--- config.mk ---
export PLATFORM = sky130hd
export DESIGN_NAME = sync_word_packet_deframer_crc32
export DESIGN_NICKNAME = d
export VERILOG_FILES = /design/src/hdl/swpd_pkg.sv /design/src/hdl/swpd_core.sv /design/src/hdl/swpd_fifo.sv /design/src/hdl/sync_word_packet_deframer_crc32.sv
export VERILOG_INCLUDE_DIRS = /design/src /design/src/hdl
export SDC_FILE = /design/constraint.sdc
export NUM_CORES = 1
export LEC_CHECK = 0
export ABC_CLOCK_PERIOD_IN_PS = 34000
export BUFFER_PORTS_ARGS = -buffer_cell sky130_fd_sc_hd__buf_4
export CORE_ASPECT_RATIO = 0.7
export CORE_UTILIZATION = 45
export CTS_CLUSTER_DIAMETER = 100
export CTS_CLUSTER_SIZE = 10
export DETAILED_ROUTE_END_ITERATION = 10
export PLACE_DENSITY = 0.61
export SLEW_MARGIN = 20
export SYNTH_ARGS = -nofsm -noshare
export SYNTH_HDL_FRONTEND = slang
export SYNTH_SLANG_ARGS = --single-unit
--- constraint.sdc ---
create_clock -name clk -period 34 [get_ports clk]
set_clock_uncertainty 0.2 [all_clocks]
set_input_delay 3.4 -clock clk [delete_from_list [all_inputs] [get_ports clk]]
set_output_delay 3.4 -clock clk [all_outputs]
set_load 0.01 [all_outputs]
--- src/hdl/sync_word_packet_deframer_crc32_defines.svh ---
// ---------------------------------------------------------------------------
// Assertion macros for the sync word packet deframer.
// Each macro expects signals named clk and rst_n in the calling scope.
// ---------------------------------------------------------------------------
`ifndef SYNC_WORD_PACKET_DEFRAMER_CRC32_DEFINES_SVH
`define SYNC_WORD_PACKET_DEFRAMER_CRC32_DEFINES_SVH

`ifndef NO_ASSERTIONS

// Same-cycle implication.
`define SWPD_ASSERT_IMP(lbl, ante, cons) \
  lbl: assert property (@(posedge clk) disable iff (!rst_n) (ante) |-> (cons)) \
    else $error("swpd assertion failed");

// Next-cycle implication.
`define SWPD_ASSERT_NXT(lbl, ante, cons) \
  lbl: assert property (@(posedge clk) disable iff (!rst_n) (ante) |=> (cons)) \
    else $error("swpd assertion failed");

`else

`define SWPD_ASSERT_IMP(lbl, ante, cons)
`define SWPD_ASSERT_NXT(lbl, ante, cons)

`endif

`endif

--- src/hdl/swpd_pkg.sv ---
// ---------------------------------------------------------------------------
// swpd_pkg
// Shared types and constants for the sync word packet deframer.
// ---------------------------------------------------------------------------
`default_nettype none

package swpd_pkg;

  localparam logic [31:0] SYNC_WORD_RST = 32'hFEED_F00D;
  localparam logic [31:0] CRC_POLY      = 32'hEDB8_8320;

  // Command words, ASCII little-endian.
  localparam logic [31:0] CMD_SYNC = 32'h434E_5953;
  localparam logic [31:0] CMD_PING = 32'h474E_4950;
  localparam logic [31:0] CMD_READ = 32'h4441_4552;
  localparam logic [31:0] CMD_WRIT = 32'h5449_5257;

  typedef enum logic [2:0] {
    CLS_SYNC    = 3'd0,
    CLS_PING    = 3'd1,
    CLS_READ    = 3'd2,
    CLS_WRITE   = 3'd3,
    CLS_UNKNOWN = 3'd4
  } cmd_class_t;

  typedef enum logic [1:0] {
    PH_HUNT    = 2'd0,
    PH_HEADER  = 2'd1,
    PH_PAYLOAD = 2'd2
  } phase_t;

  localparam logic KIND_BYTE = 1'b0;
  localparam logic KIND_END  = 1'b1;

  // Header words: [0] id, [1] command, [2] length, [3] crc.
  typedef logic [3:0][31:0] hdr_t;

  typedef struct packed {
    logic       kind;
    logic [7:0] data_byte;
    hdr_t       hdr;
    logic       crc_ok;
    cmd_class_t cls;
    logic       last;
  } swpd_result_t;

  // Results produced by one accepted byte (0, 1 or 2).
  typedef struct packed {
    logic [1:0]   n;
    swpd_result_t r0;
    swpd_result_t r1;
  } swpd_push_t;

endpackage

`default_nettype wire

--- src/hdl/swpd_core.sv ---
// ---------------------------------------------------------------------------
// swpd_core
// Deframer state: sync hunt, header capture, payload CRC, result forming.
// ---------------------------------------------------------------------------
`default_nettype none

module swpd_core import swpd_pkg::*; (
  input  wire logic        clk,
  input  wire logic        rst_n,
  input  wire logic        acc,
  input  wire logic [7:0]  rx_byte,
  input  wire logic        cfg_we,
  input  wire logic [31:0] cfg_data,
  output swpd_push_t       push
);

  phase_t      phase_r,  phase_nxt;
  logic [31:0] sync_r;
  logic [31:0] win_r,    win_nxt;
  hdr_t        hw_r,     hw_nxt;
  logic [4:0]  hc_r,     hc_nxt;
  logic [31:0] pc_r,     pc_nxt;
  logic [31:0] crc_r,    crc_nxt;

  logic [31:0] crc_upd;
  logic [31:0] pc_inc;
  logic [31:0] win_sh;
  logic [4:0]  hc_inc;
  hdr_t        hw_hdr;

  function automatic logic [31:0] crc_byte(input logic [31:0] c, input logic [7:0] b);
    logic [31:0] x;
    x = c ^ {24'd0, b};
    for (int i = 0; i < 8; i++) begin
      x = (x >> 1) ^ (x[0] ? CRC_POLY : 32'd0);
    end
    return x;
  endfunction

  function automatic cmd_class_t class_of(input logic [31:0] cmd);
    cmd_class_t c;
    if (cmd == CMD_SYNC)      c = CLS_SYNC;
    else if (cmd == CMD_PING) c = CLS_PING;
    else if (cmd == CMD_READ) c = CLS_READ;
    else if (cmd == CMD_WRIT) c = CLS_WRITE;
    else                      c = CLS_UNKNOWN;
    return c;
  endfunction

  function automatic swpd_result_t mk_res(input logic kind, input logic [7:0] d,
                                          input logic ok, input logic lst,
                                          input hdr_t h);
    swpd_result_t r;
    r.kind      = kind;
    r.data_byte = d;
    r.hdr       = h;
    r.crc_ok    = ok;
    r.cls       = class_of(h[1]);
    r.last      = lst;
    return r;
  endfunction

  assign crc_upd = crc_byte(crc_r, rx_byte);
  assign pc_inc  = pc_r + 32'd1;
  assign win_sh  = {rx_byte, win_r[31:8]};
  assign hc_inc  = hc_r + 5'd1;

  always_comb begin
    hw_hdr = hw_r;
    hw_hdr[hc_r[3:2]] = hw_r[hc_r[3:2]] | ({24'd0, rx_byte} << {hc_r[1:0], 3'b000});
  end

  always_comb begin
    phase_nxt = phase_r;
    win_nxt   = win_r;
    hw_nxt    = hw_r;
    hc_nxt    = hc_r;
    pc_nxt    = pc_r;
    crc_nxt   = crc_r;
    push      = '0;
    if (acc) begin
      unique case (phase_r)
        PH_HEADER: begin
          hw_nxt = hw_hdr;
          hc_nxt = hc_inc;
          if (hc_inc[4]) begin
            if (hw_hdr[2] == 32'd0) begin
              push.n    = 2'd1;
              push.r0   = mk_res(KIND_END, 8'd0, (~crc_r == hw_hdr[3]), 1'b1, hw_hdr);
              phase_nxt = PH_HUNT;
            end else begin
              phase_nxt = PH_PAYLOAD;
            end
          end
        end
        PH_PAYLOAD: begin
          crc_nxt = crc_upd;
          pc_nxt  = pc_inc;
          push.r0 = mk_res(KIND_BYTE, rx_byte, 1'b0, (pc_inc != hw_r[2]), hw_r);
          if (pc_inc == hw_r[2]) begin
            push.n    = 2'd2;
            push.r1   = mk_res(KIND_END, 8'd0, (~crc_upd == hw_r[3]), 1'b1, hw_r);
            phase_nxt = PH_HUNT;
          end else begin
            push.n = 2'd1;
          end
        end
        default: begin
          phase_nxt = PH_HUNT;
          win_nxt   = win_sh;
          if (win_sh == sync_r) begin
            win_nxt   = '0;
            hw_nxt    = '0;
            hc_nxt    = '0;
            pc_nxt    = '0;
            crc_nxt   = '1;
            phase_nxt = PH_HEADER;
          end
        end
      endcase
    end
  end

  always_ff @(posedge clk) begin
    if (!rst_n) begin
      phase_r <= PH_HUNT;
      sync_r  <= SYNC_WORD_RST;
      win_r   <= '0;
      hw_r    <= '0;
      hc_r    <= '0;
      pc_r    <= '0;
      crc_r   <= '1;
    end else begin
      phase_r <= phase_nxt;
      win_r   <= win_nxt;
      hw_r    <= hw_nxt;
      hc_r    <= hc_nxt;
      pc_r    <= pc_nxt;
      crc_r   <= crc_nxt;
      if (cfg_we) begin
        sync_r <= cfg_data;
      end
    end
  end

endmodule

`default_nettype wire

--- src/hdl/swpd_fifo.sv ---
// ---------------------------------------------------------------------------
// swpd_fifo
// Result queue: takes up to two results per cycle, hands out one.
// ---------------------------------------------------------------------------
`default_nettype none

module swpd_fifo import swpd_pkg::*; #(
  parameter int DEPTH = 4
) (
  input  wire logic                       clk,
  input  wire logic                       rst_n,
  input  wire swpd_push_t                 push,
  input  wire logic                       pop,
  output swpd_result_t                    head,
  output logic                            not_empty,
  output logic [$clog2(DEPTH+1)-1:0]      cnt
);

  localparam int IW = (DEPTH > 1) ? $clog2(DEPTH) : 1;
  localparam int CW = $clog2(DEPTH + 1);

  swpd_result_t  mem [DEPTH];
  logic [IW-1:0] wr_r, wr_nxt, rd_r, rd_nxt, wr2;
  logic [CW-1:0] cnt_r, cnt_nxt;
  logic          do_pop;

  function automatic logic [IW-1:0] inc(input logic [IW-1:0] p);
    return (p == IW'(DEPTH - 1)) ? '0 : p + 1'b1;
  endfunction

  assign wr2       = inc(wr_r);
  assign not_empty = (cnt_r != '0);
  assign do_pop    = pop & not_empty;
  assign head      = mem[rd_r];
  assign cnt       = cnt_r;

  always_comb begin
    wr_nxt  = wr_r;
    rd_nxt  = do_pop ? inc(rd_r) : rd_r;
    cnt_nxt = cnt_r + CW'(push.n) - CW'(do_pop);
    case (push.n)
      2'd1:    wr_nxt = wr2;
      2'd2:    wr_nxt = inc(wr2);
      default: wr_nxt = wr_r;
    endcase
  end

  always_ff @(posedge clk) begin
    for (int i = 0; i < DEPTH; i++) begin
      if (push.n != 2'd0 && IW'(i) == wr_r) begin
        mem[i] <= push.r0;
      end
      if (push.n == 2'd2 && IW'(i) == wr2) begin
        mem[i] <= push.r1;
      end
    end
  end

  always_ff @(posedge clk) begin
    if (!rst_n) begin
      wr_r  <= '0;
      rd_r  <= '0;
      cnt_r <= '0;
    end else begin
      wr_r  <= wr_nxt;
      rd_r  <= rd_nxt;
      cnt_r <= cnt_nxt;
    end
  end

endmodule

`default_nettype wire

--- src/hdl/sync_word_packet_deframer_crc32.sv ---
// ---------------------------------------------------------------------------
// sync_word_packet_deframer_crc32
// Byte stream deframer: sync word hunt, 16-byte header, streamed payload
// with CRC-32 check, packet-end report with command class.
// ---------------------------------------------------------------------------
//
//  channel | handshake               | payload
//  --------+-------------------------+---------------------------------------
//  in      | in_valid / in_stall     | in_rx_byte
//  out     | out_valid / out_stall   | out_kind .. out_last (nine fields)
//  cfg     | cfg_valid / cfg_ready   | cfg_sync_word
//
//  The framer state updates in the cycle a byte is accepted and its
//  results land in the result queue the same edge.
//  Sustained rate is one byte per cycle while the output side keeps up.
//  in_stall rises when the queue has fewer than two free slots, since one
//  byte may produce two results (last payload byte plus packet end).
//  Synchronous reset: hunt phase, sync word 0xFEEDF00D, queue empty.
//  cfg_ready is always high; write the sync word only while idle.
// ---------------------------------------------------------------------------
`default_nettype none

`include "sync_word_packet_deframer_crc32_defines.svh"

module sync_word_packet_deframer_crc32 import swpd_pkg::*; #(
  parameter int FIFO_DEPTH = 4
) (
  input  wire logic        clk,
  input  wire logic        rst_n,
  // input byte transaction
  input  wire logic        in_valid,
  output logic             in_stall,
  input  wire logic [7:0]  in_rx_byte,
  // result transaction
  output logic             out_valid,
  input  wire logic        out_stall,
  output logic             out_kind,
  output logic [7:0]       out_data_byte,
  output logic [31:0]      out_packet_id,
  output logic [31:0]      out_command_word,
  output logic [31:0]      out_length_field,
  output logic [31:0]      out_received_crc,
  output logic             out_crc_ok,
  output logic [2:0]       out_command_class,
  output logic             out_last,
  // configuration write
  input  wire logic        cfg_valid,
  output logic             cfg_ready,
  input  wire logic [31:0] cfg_sync_word
);

  localparam int CW = $clog2(FIFO_DEPTH + 1);

  logic          in_acc;
  logic          out_acc;
  swpd_push_t    push;
  swpd_result_t  head;
  logic [CW-1:0] q_cnt;

  // Hold off input unless two result slots are free.
  assign in_stall  = (q_cnt > CW'(FIFO_DEPTH - 2));
  assign in_acc    = in_valid & ~in_stall;
  assign out_acc   = out_valid & ~out_stall;
  assign cfg_ready = 1'b1;

  swpd_core u_core (
    .clk      (clk),
    .rst_n    (rst_n),
    .acc      (in_acc),
    .rx_byte  (in_rx_byte),
    .cfg_we   (cfg_valid),
    .cfg_data (cfg_sync_word),
    .push     (push)
  );

  swpd_fifo #(
    .DEPTH (FIFO_DEPTH)
  ) u_fifo (
    .clk       (clk),
    .rst_n     (rst_n),
    .push      (push),
    .pop       (~out_stall),
    .head      (head),
    .not_empty (out_valid),
    .cnt       (q_cnt)
  );

  // Result fields straight from the queue head.
  assign out_kind          = head.kind;
  assign out_data_byte     = head.data_byte;
  assign out_packet_id     = head.hdr[0];
  assign out_command_word  = head.hdr[1];
  assign out_length_field  = head.hdr[2];
  assign out_received_crc  = head.hdr[3];
  assign out_crc_ok        = head.crc_ok;
  assign out_command_class = head.cls;
  assign out_last          = head.last;

  // Queue never overfills.
  `SWPD_ASSERT_IMP(a_q_bound, 1'b1, q_cnt <= CW'(FIFO_DEPTH))
  // A double push is always payload byte then packet end.
  `SWPD_ASSERT_IMP(a_pair, push.n == 2'd2, (push.r0.kind == KIND_BYTE) && !push.r0.last && (push.r1.kind == KIND_END) && push.r1.last)
  // Draining with nothing pushed shrinks the queue by one.
  `SWPD_ASSERT_NXT(a_drain, out_acc && (push.n == 2'd0), q_cnt == $past(q_cnt) - 1'b1)

endmodule

`default_nettype wire

==> impl_results.md, run 1 <==
* Outcome: completed
* P_leak at 13.2 nW
* Placed cell areas at 43000 µm²
* Count of pins on the block boundary at 190
* Most common cell after layout, fill and taps aside: sky130_fd_sc_hd__edfxtp_1
* Highest achievable clock rate at 113 MHz
* Max-slew violation count at 0
* Number of standard cells after synthesis at 3496
* DR iter-0 viols at 4383
* Die extent in y at 254 µm
* Setup crit end kind: flip-flop
* Combined global-route utilization of all metal layers at 0.313
* Critical-path maximum fanout at 31
* Floorplan die area at 91700 µm²
* Area occupied by multi-input gates at 17200 µm²
* Post-synth EDFFs at 560
* H-tree depth at 3
* Overall die width at 362 µm
* Setup Fix Bufs, Post-CTS at 0
* Syn_nets at 3557
* Count of maximum capacitance violations at 0
* Final hold violation count at 0
* Setup TNS at 0 ns
* Total Power at 2.19 mW
* Initial antenna violation count at 5
* Clk pwr share at 0.426
* Vias per cell at 6.55
* Distinct cells, synth at 77
* Warnings, synthesis at 0
* Cell area after layout at 45700 µm²
* Leftover overflow at the end of global routing at 0
* Layout Nets at 3588
* Count of vias placed by the detailed router at 31200
* Post-Synthesis Cell Area at 40700 µm²
* Commonest cells after routing, fill and taps aside: sky130_fd_sc_hd__edfxtp_1 (560), sky130_fd_sc_hd__nor2_1 (276), sky130_fd_sc_hd__dfxtp_1 (270)
* CTS tree: yes
* Worst-case clock buffer depth at 3
* Setup repair after global routing missed its margin: no
* Number of sinks handled by clock tree synthesis at 832
* Hold_buf cts at 0
* Net Sw Power at 0.527 mW
* Register area share after synthesis at 0.547
* Final setup slack of the worst path at 25.12 ns
* Detail Placement HPWL at 95600 µm
* FF/Latch Area at 22300 µm²
* Antenna-violating nets left at 0
* Mean cell area of the mapped netlist at 11.7 µm²
* Critical Path RT at 34.20 ns
* Dominant register cell in the synthesized netlist: sky130_fd_sc_hd__edfxtp_1
* Setup CP Type: input pin to flip-flop
* Number of failing setup endpoints in the final timing report at 0
* #FFs+latches synth at 832
* Source of the worst register-to-register timing path: u_core.pc_r[3]
* Area of the core at 88800 µm²
* Vias in the first global route at 28800
* Combinational group share of total power at 0.078
* Share of the core filled with cells at 0.515
* Starting density of the core at 0.459
* Total Routed Length at 145000 µm
* Yosys top cell area share at 0.413
* Post-CTS resize count at 0
* Synth area leaders: sky130_fd_sc_hd__edfxtp_1 (41%), sky130_fd_sc_hd__dfxtp_1 (13%), sky130_fd_sc_hd__mux4_2 (7.9%)
* Fraction of power spent switching nets at 0.240
* Port-buffer cells at 188
* Worst Tran Pin Value at 1.18 ns
* Routed WL per cell at 30.5 µm
* Clock tree root buffer cell: sky130_fd_sc_hd__clkbuf_16
* First-pass iteration count of the detailed router at 6
* Clock period minus final worst setup slack at 8.88 ns
* Worst endpoint data arrival time at 9.08 ns
* Count of fill cells added during filler insertion at 7773
* Worst setup startpoint: in_rx_byte[6]
* Pin count of the biggest net entering global routing at 107
* Global placer's final weighted congestion at 1.00
* Internal power at 1.67 mW
* P&R area growth vs syn at 12.3%
* Largest area contributor in the synthesized netlist: sky130_fd_sc_hd__edfxtp_1
* Number of rows created at floorplan at 91
* Worst-skew pair later-pin latency at 0.68 ns
* Tightest hold margin at 0.273 ns
* Drt drc at 0
* Startpoint type of the worst setup path: input pin
* Proportion of synthesized flip-flops having asynchronous set or reset at 0
* Maximum VDD drop at 0.0367 mV
* Beginning of the worst hold path: u_fifo.mem[2][138]
* Wire length of the first global-routing pass at 210000 µm
* Post-route insts no fill at 4761
* Clock-pin transition on the worst setup and hold timing paths at 0.06 ns
* Proportion of power drawn by flip-flops and latches at 0.496
* Number of placed cells counting well taps at 4593
* Power density of the placed cells at 48.0 nW/µm²
* Ratio of final minimum period to clock period at 0.261
* Layout cell share with drive strength beyond 1 at 0.158
* Number of buffers inserted during clock tree synthesis at 93
* Path category of the worst min-delay check: flip-flop to flip-flop
* Worst relative slew slack at 0.209
* Post-Place Worst Slack at 24.74 ns
-- power groups by stage --
| stage | Sequential, mW | Combinational [mW] | Clock, mW |
|---|---|---|---|
| after floorplan | 1.10 | 0.133 | 0 |
| after global placement | 1.11 | 0.173 | 0 |
| after detailed placement | 1.11 | 0.173 | 0 |
| after CTS | 1.09 | 0.173 | 0.940 |
| after global routing | 1.09 | 0.184 | 0.978 |
| final | 1.09 | 0.172 | 0.935 |
-- flip-flops by register name, indices dropped and copies added (netlist names), named ones only --
name / count
u_fifo.wr_r: 2
u_core.hc_r: 5
u_fifo.mem: 568
u_fifo.cnt: 3
u_core.crc_r: 32
u_fifo.rd_r: 2
u_core.win_r: 24
u_core.sync_r: 32
u_core.hw_r: 128
u_core.phase_r: 2
u_core.pc_r: 32
-- cells in the mapped netlist, drive strengths merged, types with 88 or more instances --
master and number:
a21oi 226, a22o 163, a31oi 88, and2 153, clkbuf 276, dfxtp 272
edfxtp 560, mux4 142, nand2 213, nor2 288, o21ai 97, o2bb2ai 169
xnor2 116, xor2 102
-- worst max-delay path, cell delays in order --
cell and delay, ns:
sky130_fd_sc_hd__buf_4 0.42, sky130_fd_sc_hd__and3_1 0.34, sky130_fd_sc_hd__a21o_1 0.26, sky130_fd_sc_hd__nor4_1 0.12, sky130_fd_sc_hd__and4b_1 0.19, sky130_fd_sc_hd__a31oi_1 0.76
sky130_fd_sc_hd__nor3_4 0.01, sky130_fd_sc_hd__buf_4 0.29, sky130_fd_sc_hd__a21oi_1 0.29, sky130_fd_sc_hd__ha_1 0.39, sky130_fd_sc_hd__nand2_1 0.19, sky130_fd_sc_hd__and2_1 0.18
sky130_fd_sc_hd__buf_4 0.25, sky130_fd_sc_hd__nand2_1 0.66, sky130_fd_sc_hd__nand2_2 0.76, sky130_fd_sc_hd__a22o_1 0.46
-- routing by layer --
layer | up-vias | part of all wire | global-route usage
met1 | 15500 | 0.43 | 0.466
met5 | - | 0.00063 | 0.00530
met2 | 2093 | 0.41 | 0.432
met4 | 6 | 0.035 | 0.103
li1 | 13200 | - | -
met3 | 336 | 0.13 | 0.0935
-- cells by family after synthesis --
family,Yosys count,synth area share
AO/OA/AOI/OAI,862,0.147
XOR/XNOR,218,0.0471
adder cells (fa/ha/maj),16,0.00510
buffers and inverters,360,0.0362
flip-flops,832,0.547
multiplexers,188,0.0899
other,1,0.0000921
AND/OR/NAND/NOR,1019,0.128
-- cell type report --
| class | instances | area share |
|---|---|---|
| tap | 1162 | 0.0318 |
| antenna | 2 | 0.000109 |
| clock buffer | 160 | 0.0573 |
| multi-input combinational | 2304 | 0.376 |
| timing repair buffer | 271 | 0.0447 |
| clock inverter | 5 | 0.00129 |
| sequential | 832 | 0.487 |
| inverter | 25 | 0.00216 |
-- final timing paths --
kind | cells after the start | slack [ns] | endpoint
max | 16 | 25.12 | u_fifo.mem[2][16]
min | 1 | 0.27 | u_fifo.mem[2][138]
max reg2reg | 16 | 26.11 | u_fifo.mem[2][16]
min reg2reg | 1 | 0.27 | u_fifo.mem[2][138]
Power figures use the tool's default switching activity.
==> run 2: changes to the inputs <==
ABC_CLOCK_PERIOD_IN_PS = 9000   (was 34000)
clock period = 9 ns   (was 34 ns; I/O delays follow)
==> impl_results.md, run 2 (same netlist as run 1, synthesis figures left out) <==
* Worst-case clock buffer depth at 3 (unchanged)
* Power density of the placed cells at 181 nW/µm² (was 48.0 nW/µm²)
* Global placer's final weighted congestion at 0.945 (was 1.00)
* DR iter-0 viols at 4384 (was 4383)
* Most common cell after layout, fill and taps aside: sky130_fd_sc_hd__edfxtp_1 (unchanged)
* Clock-pin transition on the worst setup and hold timing paths at 0.06 ns (about the same)
* FF/Latch Area at 22300 µm² (unchanged)
* Cell area after layout at 45900 µm² (was 45700 µm²)
* Count of vias placed by the detailed router at 30700 (was 31200)
* Clock period minus final worst setup slack at 7.29 ns
* Number of sinks handled by clock tree synthesis at 832 (unchanged)
* Floorplan die area at 91700 µm² (unchanged)
* P_leak at 13.3 nW (was 13.2 nW)
* Largest reg by FF count: u_fifo.mem (unchanged)
* Starting density of the core at 0.459 (unchanged)
* Area of the core at 88800 µm² (unchanged)
* Startpoint type of the worst setup path: flip-flop (was input pin)
* Port-buffer cells at 188 (unchanged)
* Antenna-violating nets left at 0 (unchanged)
* Overall die width at 362 µm (unchanged)
* Path category of the worst min-delay check: input pin to flip-flop (was flip-flop to flip-flop)
* Number of rows created at floorplan at 91 (unchanged)
* Setup CP Type: flip-flop to flip-flop (was input pin to flip-flop)
* Slowest stage cell, crit path: sky130_fd_sc_hd__a2111oi_0 (was sky130_fd_sc_hd__a31oi_1)
* Tightest hold margin at 0.256 ns (was 0.273 ns)
* Max reg flops at 568 (unchanged)
* Worst setup startpoint: u_core.pc_r[0] (was in_rx_byte[6])
* Placed cell areas at 43200 µm² (was 43000 µm²)
* Ratio of final minimum period to clock period at 0.810
* Worst-skew pair later-pin latency at 0.68 ns (about the same)
* Post-CTS resize count at 0 (unchanged)
* Detail Placement HPWL at 90300 µm (was 95600 µm)
* Critical-path maximum fanout at 21 (was 31)
* Wire length of the first global-routing pass at 203000 µm (was 210000 µm)
* Hold Crit Depth at 3 (was 1)
* Reg-to-reg critical path endpoint: u_fifo.mem[2][19] (was u_fifo.mem[2][16])
* Leftover overflow at the end of global routing at 0 (unchanged)
* First-pass iteration count of the detailed router at 6 (unchanged)
* Outcome: completed (unchanged)
* Count of fill cells added during filler insertion at 7681 (was 7773)
* Layout cell share with drive strength beyond 1 at 0.160 (was 0.158)
* Sink of the worst hold path: u_core.sync_r[27] (was u_fifo.mem[2][138])
* Highest achievable clock rate at 137 MHz
* P&R area growth vs syn at 12.7% (was 12.3%)
* Count of maximum capacitance violations at 0 (unchanged)
* Maximum VDD drop at 0.134 mV (was 0.0367 mV)
* Pin count of the biggest net entering global routing at 101 (was 107)
* Number of placed cells counting well taps at 4608 (was 4593)
* Number of buffers inserted during clock tree synthesis at 93 (unchanged)
* Final hold violation count at 0 (unchanged)
* Commonest cells after routing, fill and taps aside: sky130_fd_sc_hd__edfxtp_1 (560), sky130_fd_sc_hd__nor2_1 (280), sky130_fd_sc_hd__buf_4 (277) (was sky130_fd_sc_hd__edfxtp_1 (560), sky130_fd_sc_hd__nor2_1 (276), sky130_fd_sc_hd__dfxtp_1 (270))
* Setup Fix Bufs, Post-CTS at 0 (unchanged)
* Hold_buf cts at 0 (unchanged)
* R2R setup slack at 1.71 ns (was 26.11 ns)
* Setup crit end kind: flip-flop (unchanged)
* Max-slew violation count at 0 (unchanged)
* Max incr delay on CP at 0.85 ns (was 0.76 ns)
* Routed WL per cell at 29.4 µm (was 30.5 µm)
* CTS tree: yes (unchanged)
* Layout Nets at 3603 (was 3588)
* Worst relative slew slack at 0.173 (was 0.209)
* Drt drc at 0 (unchanged)
* H-tree depth at 3 (unchanged)
* Worst Tran Pin Value at 1.23 ns (was 1.18 ns)
* Buf/Inv on CP at 1 (was 3)
* Cell type group with the largest total delay on the critical path: simple AND/OR/NAND/NOR gates (unchanged)
* Combined global-route utilization of all metal layers at 0.303 (was 0.313)
* Vias in the first global route at 28700 (was 28800)
* Worst endpoint data arrival time at 7.61 ns (was 9.08 ns)
* Setup repair after global routing missed its margin: no (unchanged)
* Clock tree root buffer cell: sky130_fd_sc_hd__clkbuf_16 (unchanged)
* Chain of cells forming the critical path: ha_1, nand3_1, or3_1, a2111oi_0, nand4_1, or4_1, or4b_4, a21oi_1, ha_1, nand2_1, nor2_1, nand4b_1, nand2_1, buf_4, a22o_1 (was buf_4, and3_1, a21o_1, nor4_1, and4b_1, a31oi_1, nor3_4, buf_4, a21oi_1, ha_1, nand2_1, and2_1, buf_4, nand2_1, nand2_2, a22o_1)
* Die extent in y at 254 µm (unchanged)
* Initial antenna violation count at 6 (was 5)
* Count of pins on the block boundary at 190 (unchanged)
* Final setup slack of the worst path at 1.71 ns (was 25.12 ns)
* Area occupied by multi-input gates at 17200 µm² (about the same)
* Total Routed Length at 140000 µm (was 145000 µm)
* Depth of the most critical reg-to-reg path at 15 (was 16)
* Post-Place Worst Slack at 1.95 ns (was 24.74 ns)
* Share of the core filled with cells at 0.517 (was 0.515)
* Beginning of the worst hold path: cfg_sync_word[27] (was u_fifo.mem[2][138])
* Post-route insts no fill at 4779 (was 4761)
* Source of the worst register-to-register timing path: u_core.pc_r[0] (was u_core.pc_r[3])
* Critical Path RT at 9.31 ns (was 34.20 ns)
* Number of failing setup endpoints in the final timing report at 0 (unchanged)
* Top Registers: u_fifo.mem (568), u_core.hw_r (128) (unchanged)
* Vias per cell at 6.43 (was 6.55)
-- run 2: layout make-up --
class                   count  area share
diodes                      2    0.000109
clock buffers             163      0.0573
clock inverters             5     0.00120
inverters                  25     0.00215
multi-input cells        2304       0.374
flip-flops and latches    832       0.485
well taps                1162      0.0317
repair buffers            286      0.0489
-- run 2: worst reg2reg max path: cells and delay by family, from the launching register on --
kind / cells / cell delay (ns)
AND/OR/NAND/NOR: 9 / 3.97
AO/OA/AOI/OAI: 3 / 1.41
adder cells (fa/ha/maj): 2 / 0.68
buffers and inverters: 1 / 0.47
flip-flops: 1 / 0.43
-- run 2: per-layer routing --
metal  wire length (µm)  part of all wire  global-route usage
met1              58900              0.42               0.438
met2              58300              0.42               0.427
met3              18200              0.13              0.0966
met4               4920             0.035              0.0999
met5                 50           0.00036                   0
-- run 2: power by group --
group / internal, mW / leakage (nW) / switching [mW]
clock: 1.97 / 1.28 / 1.56
sequential: 4.06 / 6.06 / 0.0760
combinational: 0.278 / 6.00 / 0.358
total: 6.31 / 13.3 / 1.99
-- run 2: through the flow --
step | TNS [ns] | power (mW)
finish | 0 | 8.30
detailed placement | 0 | 4.85
global placement | 0 | 4.85
floorplan | -758.36 | 4.65
CTS | 0 | 8.34
global route | 0 | 8.53
-- run 2: how the worst max path moves through the flow --
stage | slack (ns) | cells past startpoint | to
6_report | 1.71 | 15 | u_fifo.mem[2][19]
4_1_cts | 1.94 | 17 | u_fifo.mem[1][10]
3_5_place_dp | 1.95 | 17 | u_fifo.mem[1][10]
2_1_floorplan | -1.78 | 13 | u_fifo.mem[0][0]
5_1_grt | 1.34 | 15 | u_fifo.mem[2][10]
3_3_place_gp | 2.20 | 18 | u_fifo.mem[1][10]
